--- src/design/kthg_pkg.sv ---
`default_nettype none

package kthg_pkg;

  localparam logic [7:0] KEY_NUL  = 8'h00;
  localparam logic [7:0] KEY_LF   = 8'h0A;
  localparam logic [7:0] KEY_CR   = 8'h0D;
  localparam logic [7:0] KEY_0    = 8'h30;
  localparam logic [7:0] KEY_9    = 8'h39;
  localparam logic [7:0] KEY_HASH = 8'h23;
  localparam logic [7:0] KEY_STAR = 8'h2A;
  localparam logic [7:0] KEY_A    = 8'h41;
  localparam logic [7:0] KEY_B    = 8'h42;
  localparam logic [7:0] KEY_C    = 8'h43;
  localparam logic [7:0] KEY_D    = 8'h44;
  localparam logic [7:0] KEY_DASH = 8'h2D;

  localparam logic [9:0] STEP_CM      = 10'd5;
  localparam logic [9:0] FLOOR_RST    = 10'd5;
  localparam logic [9:0] CEILING_RST  = 10'd400;
  localparam logic [9:0] DEFAULT_RST  = 10'd20;
  localparam logic [7:0] HYST_RST     = 8'd5;
  localparam logic [13:0] HALF_CM_RAW = 14'd8;

  typedef enum logic [1:0] {
    REG_FLOOR   = 2'd0,
    REG_CEILING = 2'd1,
    REG_DEFAULT = 2'd2,
    REG_HYST    = 2'd3
  } cfg_reg_t;

  typedef struct packed {
    logic [9:0] floor_cm;
    logic [9:0] ceiling_cm;
    logic [9:0] default_cm;
    logic [7:0] hyst_cm;
  } cfg_t;

  typedef struct packed {
    logic go;
    logic is_sample;
  } step_t;

endpackage

`default_nettype wire

--- src/design/keypad_threshold_hysteresis_gate.sv ---
`default_nettype none

// Channel  Signals                                       Word
// in       in_valid, in_stall, action/key_code/raw_dist.  one key or distance sample
// out      out_valid, out_stall, gate_open .. last_key    state after that word
// cfg      cfg_write, cfg_index, cfg_data                 one register write
//
// One word per cycle sustained while out_stall is low.
// The input register and the state registers form the two stages; the state
// registers drive the result ports directly, apart from the saturating entry_value and entry_count.
// Reset (rst, synchronous) loads register defaults, closes the gate, threshold 20.
// A stalled result holds the state; one more word waits in the input register.

module keypad_threshold_hysteresis_gate #(
  parameter int ENTRY_DIGITS = 3
) (
  input  wire logic        clk,
  input  wire logic        rst,
  input  wire logic        cfg_write,
  input  wire logic [1:0]  cfg_index,
  input  wire logic [9:0]  cfg_data,
  input  wire logic        in_valid,
  output logic             in_stall,
  input  wire logic        action,
  input  wire logic [7:0]  key_code,
  input  wire logic [13:0] raw_distance,
  output logic             out_valid,
  input  wire logic        out_stall,
  output logic             gate_open,
  output logic             sensor_valid,
  output logic [9:0]       distance_cm,
  output logic [9:0]       threshold_cm,
  output logic [1:0]       entry_count,
  output logic [9:0]       entry_value
  ,output logic [7:0]      last_key
);
  import kthg_pkg::*;

  localparam int ACC_W = $clog2(10 ** ENTRY_DIGITS);
  localparam int CNT_W = $clog2(ENTRY_DIGITS + 1);
  localparam int ACC_EXT_W = (ACC_W > 10) ? ACC_W : 10;
  localparam int CNT_EXT_W = (CNT_W > 2) ? CNT_W : 2;

  cfg_t             cfg;
  logic             s1_valid;
  logic             s1_action;
  logic [7:0]       s1_key;
  logic [13:0]      s1_raw;
  logic             advance;
  logic             load;
  step_t            step;
  logic [ACC_W-1:0] acc;
  logic [CNT_W-1:0] count;
  logic [ACC_EXT_W-1:0] acc_ext;
  logic [CNT_EXT_W-1:0] count_ext;

  always_ff @(posedge clk) begin
    if (rst) begin
      cfg.floor_cm   <= FLOOR_RST;
      cfg.ceiling_cm <= CEILING_RST;
      cfg.default_cm <= DEFAULT_RST;
      cfg.hyst_cm    <= HYST_RST;
    end else if (cfg_write) begin
      unique case (cfg_reg_t'(cfg_index))
        REG_FLOOR:   cfg.floor_cm   <= cfg_data;
        REG_CEILING: cfg.ceiling_cm <= cfg_data;
        REG_DEFAULT: cfg.default_cm <= cfg_data;
        REG_HYST:    cfg.hyst_cm    <= cfg_data[7:0];
        default: begin
        end
      endcase
    end
  end

  assign advance  = s1_valid && (!out_valid || !out_stall);
  assign in_stall = s1_valid && !advance;
  assign load     = in_valid && !in_stall;

  always_ff @(posedge clk) begin
    if (rst) begin
      s1_valid  <= 1'b0;
      out_valid <= 1'b0;
    end else begin
      if (load) begin
        s1_valid <= 1'b1;
      end else if (advance) begin
        s1_valid <= 1'b0;
      end
      if (advance) begin
        out_valid <= 1'b1;
      end else if (!out_stall) begin
        out_valid <= 1'b0;
      end
    end
  end

  always_ff @(posedge clk) begin
    if (load) begin
      s1_action <= action;
      s1_key    <= key_code;
      s1_raw    <= raw_distance;
    end
  end

  assign step.go        = advance;
  assign step.is_sample = s1_action;

  kthg_keypad #(
    .ENTRY_DIGITS(ENTRY_DIGITS),
    .ACC_W(ACC_W),
    .CNT_W(CNT_W)
  ) u_keypad (
    .clk(clk),
    .rst(rst),
    .step(step),
    .key(s1_key),
    .cfg(cfg),
    .threshold(threshold_cm),
    .acc(acc),
    .count(count),
    .recent_key(last_key)
  );

  kthg_ranger u_ranger (
    .clk(clk),
    .rst(rst),
    .step(step),
    .raw(s1_raw),
    .threshold(threshold_cm),
    .cfg(cfg),
    .gate(gate_open),
    .valid_flag(sensor_valid),
    .last_distance(distance_cm)
  );

  assign acc_ext     = ACC_EXT_W'(acc);
  assign count_ext   = CNT_EXT_W'(count);
  assign entry_value = (acc_ext > ACC_EXT_W'(1023)) ? 10'd1023 : acc_ext[9:0];
  assign entry_count = (count_ext > CNT_EXT_W'(3)) ? 2'd3 : count_ext[1:0];

  a_gate_needs_valid: assert property (@(posedge clk) disable iff (rst)
    gate_open |-> sensor_valid)
    else $error("gate open without a valid sample");

  a_distance_matches_valid: assert property (@(posedge clk) disable iff (rst)
    sensor_valid == (distance_cm != 10'd0))
    else $error("distance and valid flag disagree");

  a_empty_entry_zero: assert property (@(posedge clk) disable iff (rst)
    (entry_count == 2'd0) |-> (entry_value == 10'd0))
    else $error("empty entry holds a value");

  a_word_captured: assert property (@(posedge clk) disable iff (rst)
    (in_valid && !in_stall) |=> s1_valid)
    else $error("accepted word not held in input register");

endmodule

`default_nettype wire

--- src/design/kthg_keypad.sv ---
`default_nettype none

module kthg_keypad #(
  parameter int ENTRY_DIGITS = 3,
  parameter int ACC_W = $clog2(10 ** ENTRY_DIGITS),
  parameter int CNT_W = $clog2(ENTRY_DIGITS + 1)
) (
  input  wire logic               clk,
  input  wire logic               rst,
  input  wire kthg_pkg::step_t    step,
  input  wire logic [7:0]         key,
  input  wire kthg_pkg::cfg_t     cfg,
  output logic [9:0]              threshold,
  output logic [ACC_W-1:0]        acc,
  output logic [CNT_W-1:0]        count,
  output logic [7:0]              recent_key
);
  import kthg_pkg::*;

  localparam int EXT_W = (ACC_W > 11) ? ACC_W : 11;

  logic [9:0]       threshold_next;
  logic [ACC_W-1:0] acc_next;
  logic [CNT_W-1:0] count_next;
  logic [7:0]       recent_key_next;

  function automatic logic [9:0] clamp_thr(input logic [EXT_W-1:0] v,
                                           input logic [9:0] lo,
                                           input logic [9:0] hi);
    logic [9:0] r;
    if (v < EXT_W'(lo)) begin
      r = lo;
    end else if (v > EXT_W'(hi)) begin
      r = hi;
    end else begin
      r = v[9:0];
    end
    return r;
  endfunction

  always_comb begin
    threshold_next  = threshold;
    acc_next        = acc;
    count_next      = count;
    recent_key_next = recent_key;
    if (step.go && !step.is_sample) begin
      unique case (key) inside
        KEY_NUL, KEY_LF, KEY_CR: begin
        end
        [KEY_0:KEY_9]: begin
          recent_key_next = key;
          if (count < CNT_W'(ENTRY_DIGITS)) begin
            acc_next   = ACC_W'(acc * ACC_W'(10)) + ACC_W'(key - KEY_0);
            count_next = count + CNT_W'(1);
          end
        end
        KEY_HASH, KEY_A: begin
          recent_key_next = key;
          if (count != '0) begin
            threshold_next = clamp_thr(EXT_W'(acc), cfg.floor_cm, cfg.ceiling_cm);
            acc_next       = '0;
            count_next     = '0;
          end
        end
        KEY_STAR, KEY_B: begin
          recent_key_next = key;
          acc_next        = '0;
          count_next      = '0;
        end
        KEY_C: begin
          recent_key_next = key;
          threshold_next  = cfg.default_cm;
          acc_next        = '0;
          count_next      = '0;
        end
        KEY_D: begin
          recent_key_next = key;
          threshold_next  = clamp_thr(EXT_W'(threshold) + EXT_W'(STEP_CM),
                                      cfg.floor_cm, cfg.ceiling_cm);
          acc_next        = '0;
          count_next      = '0;
        end
        default: begin
          recent_key_next = key;
        end
      endcase
    end
  end

  always_ff @(posedge clk) begin
    if (rst) begin
      threshold  <= DEFAULT_RST;
      acc        <= '0;
      count      <= '0;
      recent_key <= KEY_DASH;
    end else begin
      threshold  <= threshold_next;
      acc        <= acc_next;
      count      <= count_next;
      recent_key <= recent_key_next;
    end
  end

endmodule

`default_nettype wire

--- src/design/kthg_ranger.sv ---
`default_nettype none

module kthg_ranger (
  input  wire logic              clk,
  input  wire logic              rst,
  input  wire kthg_pkg::step_t   step,
  input  wire logic [13:0]       raw,
  input  wire logic [9:0]        threshold,
  input  wire kthg_pkg::cfg_t    cfg,
  output logic                   gate,
  output logic                   valid_flag,
  output logic [9:0]             last_distance
);
  import kthg_pkg::*;

  logic        in_range;
  logic [14:0] rounded;
  logic [9:0]  sample_cm;
  logic [10:0] close_lim;
  logic        gate_next;
  logic        valid_flag_next;
  logic [9:0]  last_distance_next;

  always_comb begin
    in_range  = (raw > HALF_CM_RAW) && (raw <= {cfg.ceiling_cm, 4'b0000});
    rounded   = 15'(raw) + 15'(HALF_CM_RAW);
    sample_cm = in_range ? rounded[13:4] : 10'd0;
    close_lim = 11'(threshold) + 11'(cfg.hyst_cm);

    gate_next          = gate;
    valid_flag_next    = valid_flag;
    last_distance_next = last_distance;
    if (step.go && step.is_sample) begin
      valid_flag_next    = in_range;
      last_distance_next = sample_cm;
      if (!in_range) begin
        gate_next = 1'b0;
      end else if (!gate && (sample_cm < threshold)) begin
        gate_next = 1'b1;
      end else if (gate && (11'(sample_cm) > close_lim)) begin
        gate_next = 1'b0;
      end
    end
  end

  always_ff @(posedge clk) begin
    if (rst) begin
      gate          <= 1'b0;
      valid_flag    <= 1'b0;
      last_distance <= '0;
    end else begin
      gate          <= gate_next;
      valid_flag    <= valid_flag_next;
      last_distance <= last_distance_next;
    end
  end

endmodule

`default_nettype wire
--- config.mk ---
export PLATFORM = sky130hd
export DESIGN_NAME = keypad_threshold_hysteresis_gate
export DESIGN_NICKNAME = d
export VERILOG_FILES = /design/src/design/kthg_pkg.sv /design/src/design/keypad_threshold_hysteresis_gate.sv /design/src/design/kthg_keypad.sv /design/src/design/kthg_ranger.sv
export SDC_FILE = /design/constraint.sdc
export NUM_CORES = 1
export LEC_CHECK = 0
export ABC_AREA = 0
export ABC_CLOCK_PERIOD_IN_PS = 9900
export BUFFER_PORTS_ARGS = -buffer_cell sky130_fd_sc_hd__buf_2
export CAP_MARGIN = 20
export CORE_AREA = 2 2 112 114
export DETAILED_ROUTE_END_ITERATION = 10
export DIE_AREA = 0 0 114 116
export GPL_TIMING_DRIVEN = 0
export MAX_ROUTING_LAYER = met4
export PLACE_DENSITY = 0.9
export REMOVE_ABC_BUFFERS = 1
export SLEW_MARGIN = 20
export SYNTH_ARGS = -nofsm -noshare
export SYNTH_HDL_FRONTEND = slang
export SYNTH_HIERARCHICAL = 1
export SYNTH_SLANG_ARGS = --single-unit
export TNS_END_PERCENT = 5
--- constraint.sdc ---
create_clock -name clk -period 9.9 [get_ports clk]
set_clock_uncertainty 0.1 [all_clocks]
set_input_delay 1.98 -clock clk [delete_from_list [all_inputs] [get_ports clk]]
set_output_delay 1.98 -clock clk [all_outputs]
set_load 0.05 [all_outputs]
==> metrics.txt, run 1 <==
Seq/Total Area, Yosys 30.4%; Slew Viols, Final 0; layout cell share with drive strength beyond 1 14.0%; CP Class primary input to primary output; Main synth FF type dfxtp_1; Initial Utilization 64.3%; total wire length 18.1 mm; IO Pins 84; initial antenna violation count 0; CTS root buf clkbuf_16; pwr dens 115 mW/mm2; number of enable flip-flop cells after synthesis 23; Required @ worst endpoint between 7 and 8 ns; max incr delay on CP 0.26 ns; die width 114 um; Area growth syn-to-layout 9.83%; DRC Markers 0; max_cap viols 0; distinct cell type count after synthesis 71; TritonCTS buffer count 9; latest clock arrival within the worst-skew pair 0.36 ns; critical path's slowest cell buf_2; Tcrit/Tclk final between 40 and 50%; clock power share 36.8%; first-pass iteration count of the detailed router 5; combinational power share 14.9%; Sw Ratio about 29%; clk buf depth 2; vias 6534; fmax 0.217 GHz; final core utilization 70.6%; Sum Neg Setup Slack 0 ns; Fill cells 903; dpl hpwl 13.6 mm; Peak VDD IR 0.142 mV; DIE AREA 0.0132 mm2; relative slew slack 43.6%; unrepaired setup endpoints after global routing false; crit-path max FO 3; area of the multi-input gates 0.00489 mm2; antenna diode count 0; Syn Inst Count about 860; Resize count post-CTS 0; Yosys Warn Count 6; site row count 40; vias per inst 6.09; gpl congestion 0.961; Post-CTS Hold Buffers 0; vias in the first global route about 6300; syn avg cell area 8.90 um2; routed len/inst 16.9 um; CTS tree yes; sequential share of power 48.3%; port bufs 83; Post-CTS Setup Bufs 0; Finish-stage setup viols 0; status finished, final reports clean; cell-by-cell listing of the critical path buf_2 -> nand3_1 -> inv_1 -> buf_2; Final nets 1062; ys async rst share 0%; H-tree depth 3; core area 0.0119 mm2; Tmin final 4.60 ns; total grt overflow 0; Fin. Hold Viols 0; die height roughly 120 um; most used cell, CP buf_2; most frequent cells in the layout ha_1 (98), dfxtp_1 (82), buf_2 (82), inv_1 (69), nor2_1 (66); largest net degree at the start of global routing a little under 90; Cell Count, Final, Fillers Out about 1100; Reg clk slew, reported paths 0.08 ns; Lkg Pwr 3.84 nW; Mapped Area between 0.007 and 0.008 mm2; clock sinks 105; Antenna Nets Post-Route 0; global-route wire length before repair 30.0 mm; most common cell after layout, fill and taps aside ha_1; FF/Latch Area 0.00233 mm2; CP Launch Type primary input; initial DRC count 528; Total GRT Usage 29.2%; Hold Crit Class flop to flop; switching power between 0.2 and 0.3 mW; Pint 0.690 mW; number of synthesized register bits 105; CP endpoint kind primary output; CP arrival 2.52 ns; Worst-Margin Slew 0.843 ns; dpl cells 1056
-- flip-flops by register name, summed over array words and instances (netlist names) --
register                flops
u_keypad/count              2
s1_valid                    1
out_valid                   1
s1_key                      8
cfg                        38
u_keypad/acc               10
u_ranger/valid_flag         1
u_ranger/gate               1
u_keypad/threshold         10
u_keypad/recent_key         8
u_ranger/last_distance     10
s1_raw                     14
s1_action                   1
-- metal layers --
metal	global-route usage (%)	share of wire [%]	wire (um)	vias to the layer above
met2	46.5	46	8350	224
met4	9.51	1.4	259	0
met1	38.0	46	8340	3095
met5	-	0	0	-
li1	-	-	-	3186
met3	5.07	6.4	1160	29
-- synthesized netlist by cell type, types with 3 or more instances --
cell | count | area, um2
a211o_1 | 3 | 26.3
a211oi_1 | 7 | 52.6
a21o_1 | 12 | 90.1
a21oi_1 | 52 | 260
a221o_1 | 3 | 30.0
a221oi_1 | 9 | 78.8
a22oi_1 | 3 | 22.5
a31oi_1 | 12 | 75.1
and2_1 | 3 | 18.8
and3_1 | 4 | 25.0
buf_2 | 8 | 40.0
buf_4 | 5 | 37.5
clkbuf_1 | 22 | 82.6
dfxtp_1 | 82 | 1640
edfxtp_1 | 23 | 691
fa_1 | 3 | 60.1
ha_1 | 98 | 1230
inv_1 | 69 | 259
mux2_2 | 13 | 146
mux2i_1 | 55 | 551
nand2_1 | 57 | 214
nand2b_1 | 49 | 307
nand3_1 | 15 | 75.1
nand3b_1 | 4 | 30.0
nand4_1 | 13 | 81.3
nor2_1 | 67 | 251
nor2b_1 | 9 | 56.3
nor3_1 | 20 | 100
nor4_1 | 3 | 18.8
nor4bb_1 | 3 | 30.0
o211ai_1 | 8 | 60.1
o21a_1 | 3 | 22.5
o21ai_0 | 25 | 125
o21bai_1 | 6 | 45.0
o31ai_1 | 3 | 22.5
or3_1 | 6 | 37.5
or3b_1 | 3 | 26.3
xnor2_1 | 26 | 228
xor2_1 | 15 | 131
-- through the flow --
stage	total power, mW	hold slack, ns	instance area (um2)	setup WS (ns)
2_1_floorplan	0.573	0.348	7480	5.40
3_3_place_gp	0.612	0.343	8080	5.32
3_5_place_dp	0.619	0.345	8110	5.31
4_1_cts	0.976	0.356	8410	5.30
5_1_grt	1.01	0.380	8410	5.25
6_report	0.971	0.353	8410	5.30
-- final cells by class --
cell class	instances	share of cell area [%]
inverter	69	3.08
clock inverter	6	0.833
tap	147	2.19
multi-input combinational	650	58.2
clock buffer	10	2.72
timing repair buffer	86	5.29
sequential	105	27.7
-- path summary, 6_finish.rpt --
check	end	cells past startpoint	start	slack [ns]
setup / recovery	in_stall	4	out_stall	5.30
hold / removal	u_ranger/last_distance[3]	2	u_ranger/last_distance[3]	0.35
setup reg to reg	u_ranger/gate	16	cfg[27]	5.75
hold reg to reg	u_ranger/last_distance[3]	2	u_ranger/last_distance[3]	0.35
-- power groups by stage --
| stage | clock network [mW] | logic (mW) | registers (mW) |
|---|---|---|---|
| 2_1_floorplan | 0 | 0.0895 | 0.484 |
| 3_3_place_gp | 0 | 0.134 | 0.478 |
| 3_5_place_dp | 0 | 0.140 | 0.479 |
| 4_1_cts | 0.365 | 0.142 | 0.469 |
| 5_1_grt | 0.380 | 0.159 | 0.471 |
| 6_report | 0.357 | 0.145 | 0.469 |
-- worst max-delay path, delay by kind of cell --
kind / cells / cell delay [ns]
and+or+nand+nor: 1 / 0.09
buffers and inverters: 3 / 0.45
-- cell families (layout without fill, tap and decap cells) --
group / after synthesis / in the layout / synth area share [%]
simple gates: 272 / 272 / 18.4
buf+inv: 106 / 171 / 5.77
flops: 105 / 105 / 30.4
compound gates: 167 / 167 / 14.6
mux: 68 / 68 / 9.10
xor+xnor: 41 / 41 / 4.69
fa+ha+maj: 102 / 102 / 16.9
No activity file was read; power rests on OpenSTA's default activity.
==> run 2: changes to the inputs <==
--- a/config.mk
+++ b/config.mk
@@ -6,15 +6,15 @@
 export NUM_CORES = 1
 export LEC_CHECK = 0
 export ABC_AREA = 0
-export ABC_CLOCK_PERIOD_IN_PS = 9900
+export ABC_CLOCK_PERIOD_IN_PS = 4600
 export BUFFER_PORTS_ARGS = -buffer_cell sky130_fd_sc_hd__buf_2
 export CAP_MARGIN = 20
-export CORE_AREA = 2 2 112 114
+export CORE_AREA = 2 2 116 118
 export DETAILED_ROUTE_END_ITERATION = 10
-export DIE_AREA = 0 0 114 116
+export DIE_AREA = 0 0 118 120
 export GPL_TIMING_DRIVEN = 0
 export MAX_ROUTING_LAYER = met4
-export PLACE_DENSITY = 0.9
+export PLACE_DENSITY = 0.85
 export REMOVE_ABC_BUFFERS = 1
 export SLEW_MARGIN = 20
 export SYNTH_ARGS = -nofsm -noshare
==> constraint.sdc (replaced) <==
create_clock -name clk -period 4.6 [get_ports clk]
set_clock_uncertainty 0.1 [all_clocks]
set_input_delay 0.92 -clock clk [delete_from_list [all_inputs] [get_ports clk]]
set_output_delay 0.92 -clock clk [all_outputs]
set_load 0.05 [all_outputs]
==> run 2 against run 1 <==
Sequential power increased by 120%; final cell count increased by 2.6%; combinational power increased by 110%; register-to-register slack got worse by 5.4 ns; total power increased by 110%; setup slack got worse by 4.9 ns; non-clock buffer count decreased by 1; largest cell class unchanged.
==> metrics.txt, run 2 (synthesis results as in run 1) <==
Initial Utilization 59.0% (-5.3 points); CP arrival 4.43 ns (+1.91 ns); Pint 1.48 mW (+110%); largest net degree at the start of global routing 88 (unchanged); Sw Ratio 28.9% (-0.064 points); TritonCTS buffer count 9 (unchanged); DRC Markers 0 (unchanged); clk buf depth 2 (unchanged); Final nets 1061 (-0.094%); Post-Place Worst Slack 0.333 ns (-4.97 ns); Lkg Pwr 3.83 nW (-0.33%); core area 0.0130 mm2 (+9.0%); Antenna Nets Post-Route 0 (unchanged); dpl hpwl 13.5 mm (-0.78%); CTS root buf clkbuf_16; Required @ worst endpoint 4.79 ns (-3.03 ns); switching power 0.601 mW (+110%); Final Cell Area 0.00843 mm2 (+0.19%); sequential share of power 48.6% (+0.3 points); placed cell area 0.00814 mm2 (+0.40%); total wire length 18.1 mm (about the same); FF/Latch Area 0.00233 mm2 (unchanged); Reg clk slew, reported paths 0.08 ns (about the same); first-pass iteration count of the detailed router 6 (+1); dpl cells 1085 (+2.7%); total power 2.08 mW (+110%); vias in the first global route 5947 (-5.1%); routed len/inst 16.4 um (-2.5%); unrepaired setup endpoints after global routing false; Post-CTS Hold Buffers 0 (unchanged); Post-CTS Setup Bufs 0 (unchanged); vias per inst 5.89 (-3.2%); max FFs per register 38 (unchanged); port bufs 83 (unchanged); Area growth syn-to-layout 10.0%; Total GRT Usage 26.3% (-2.9 points); final core utilization 65.0% (-5.7 points); global-route wire length before repair 29.2 mm (-2.6%); CP Launch Type flop; status finished, final reports clean; combinational power share 14.8% (about the same); Finish-stage setup viols 0 (unchanged); die height 120 um (+3.4%); total grt overflow 0 (unchanged); H-tree depth 3 (unchanged); die width 118 um (+3.5%); Tmin final 4.25 ns; most frequent cells in the layout ha_1 (98), dfxtp_1 (82), buf_2 (82), inv_1 (69), nor2_1 (66); Resize count post-CTS 0 (unchanged); Cell Count, Final, Fillers Out 1101 (+2.6%); Hold Slack 0.355 ns (+0.00114 ns); Sum Neg Setup Slack 0 ns (unchanged); clock sinks 105 (unchanged); DIE AREA 0.0142 mm2 (+7.1%); pwr dens 246 mW/mm2 (+110%); initial antenna violation count 0 (unchanged); IO Pins 84 (unchanged); Fin. Hold Viols 0 (unchanged); site row count 42 (+5.0%); area of the multi-input gates 0.00489 mm2 (unchanged); crit-path max FO 11 (+8); top flop regs cfg x38, s1_raw x14; Worst-Margin Slew 0.850 ns (+0.00748 ns); Largest Register cfg; max_cap viols 0 (unchanged); Hold Crit Class flop to flop; Peak VDD IR 0.281 mV (+99%); latest clock arrival within the worst-skew pair 0.36 ns (about the same); layout cell share with drive strength beyond 1 13.9% (-0.093 points); Fill cells 1076 (+19%); antenna diode count 0 (unchanged); CP Class flop to flop; Slew Viols, Final 0 (unchanged); Tcrit/Tclk final 92.3%; vias 6490 (-0.67%); clock power share 36.5% (-0.3 points); initial DRC count 582 (+10%); fmax 0.236 GHz; gpl congestion 0.965 (+0.37%); relative slew slack 43.1% (-0.50 points); setup slack after layout 0.354 ns (-4.95 ns); CTS tree yes; CP endpoint kind flop; most common cell after layout, fill and taps aside ha_1
-- run 2: final cells by class --
type / instances / share of cell area, %
Tap cell: 176 / 2.61
Timing Repair Buffer: 85 / 5.18
Multi-Input combinational cell: 650 / 58.1
Clock inverter: 6 / 0.698
Clock buffer: 10 / 2.72
Sequential cell: 105 / 27.7
Inverter: 69 / 3.07
-- run 2: path summary, 6_finish.rpt --
kind              depth (start not counted)                 from                   to  slack (ns)
setup reg to reg                         13              cfg[25]        u_ranger/gate        0.35
setup / recovery                         13              cfg[25]        u_ranger/gate        0.35
hold / removal                            2  u_ranger/valid_flag  u_ranger/valid_flag        0.35
hold reg to reg                           2  u_ranger/valid_flag  u_ranger/valid_flag        0.35
-- run 2: worst max-delay path, cell delays in order (launching register included) --
cell and delay, ns:
dfxtp_1 0.46, inv_1 0.13, ha_1 0.33, nand4_1 0.14
nor4_1 0.61, o21ai_1 0.40, nor2_1 0.36, ha_1 0.31
nor2b_1 0.14, a41o_1 0.22, a211o_1 0.28, a21o_1 0.19
maj3_2 0.33, a211oi_2 0.18
-- run 2: power groups by stage --
stage,registers (mW),logic [mW],clock network (mW)
2_1_floorplan,1.04,0.193,0
4_1_cts,1.01,0.303,0.774
5_1_grt,1.01,0.341,0.808
3_5_place_dp,1.03,0.300,0
6_report,1.01,0.308,0.759
3_3_place_gp,1.03,0.289,0
-- run 2: routing by layer --
layer | global-route usage (%) | up-vias | wire, um
li1 | - | 3182 | -
met1 | 34.9 | 3031 | 8340
met2 | 41.2 | 249 | 8250
met3 | 5.13 | 28 | 1210
met4 | 7.30 | 0 | 297
met5 | - | - | 0
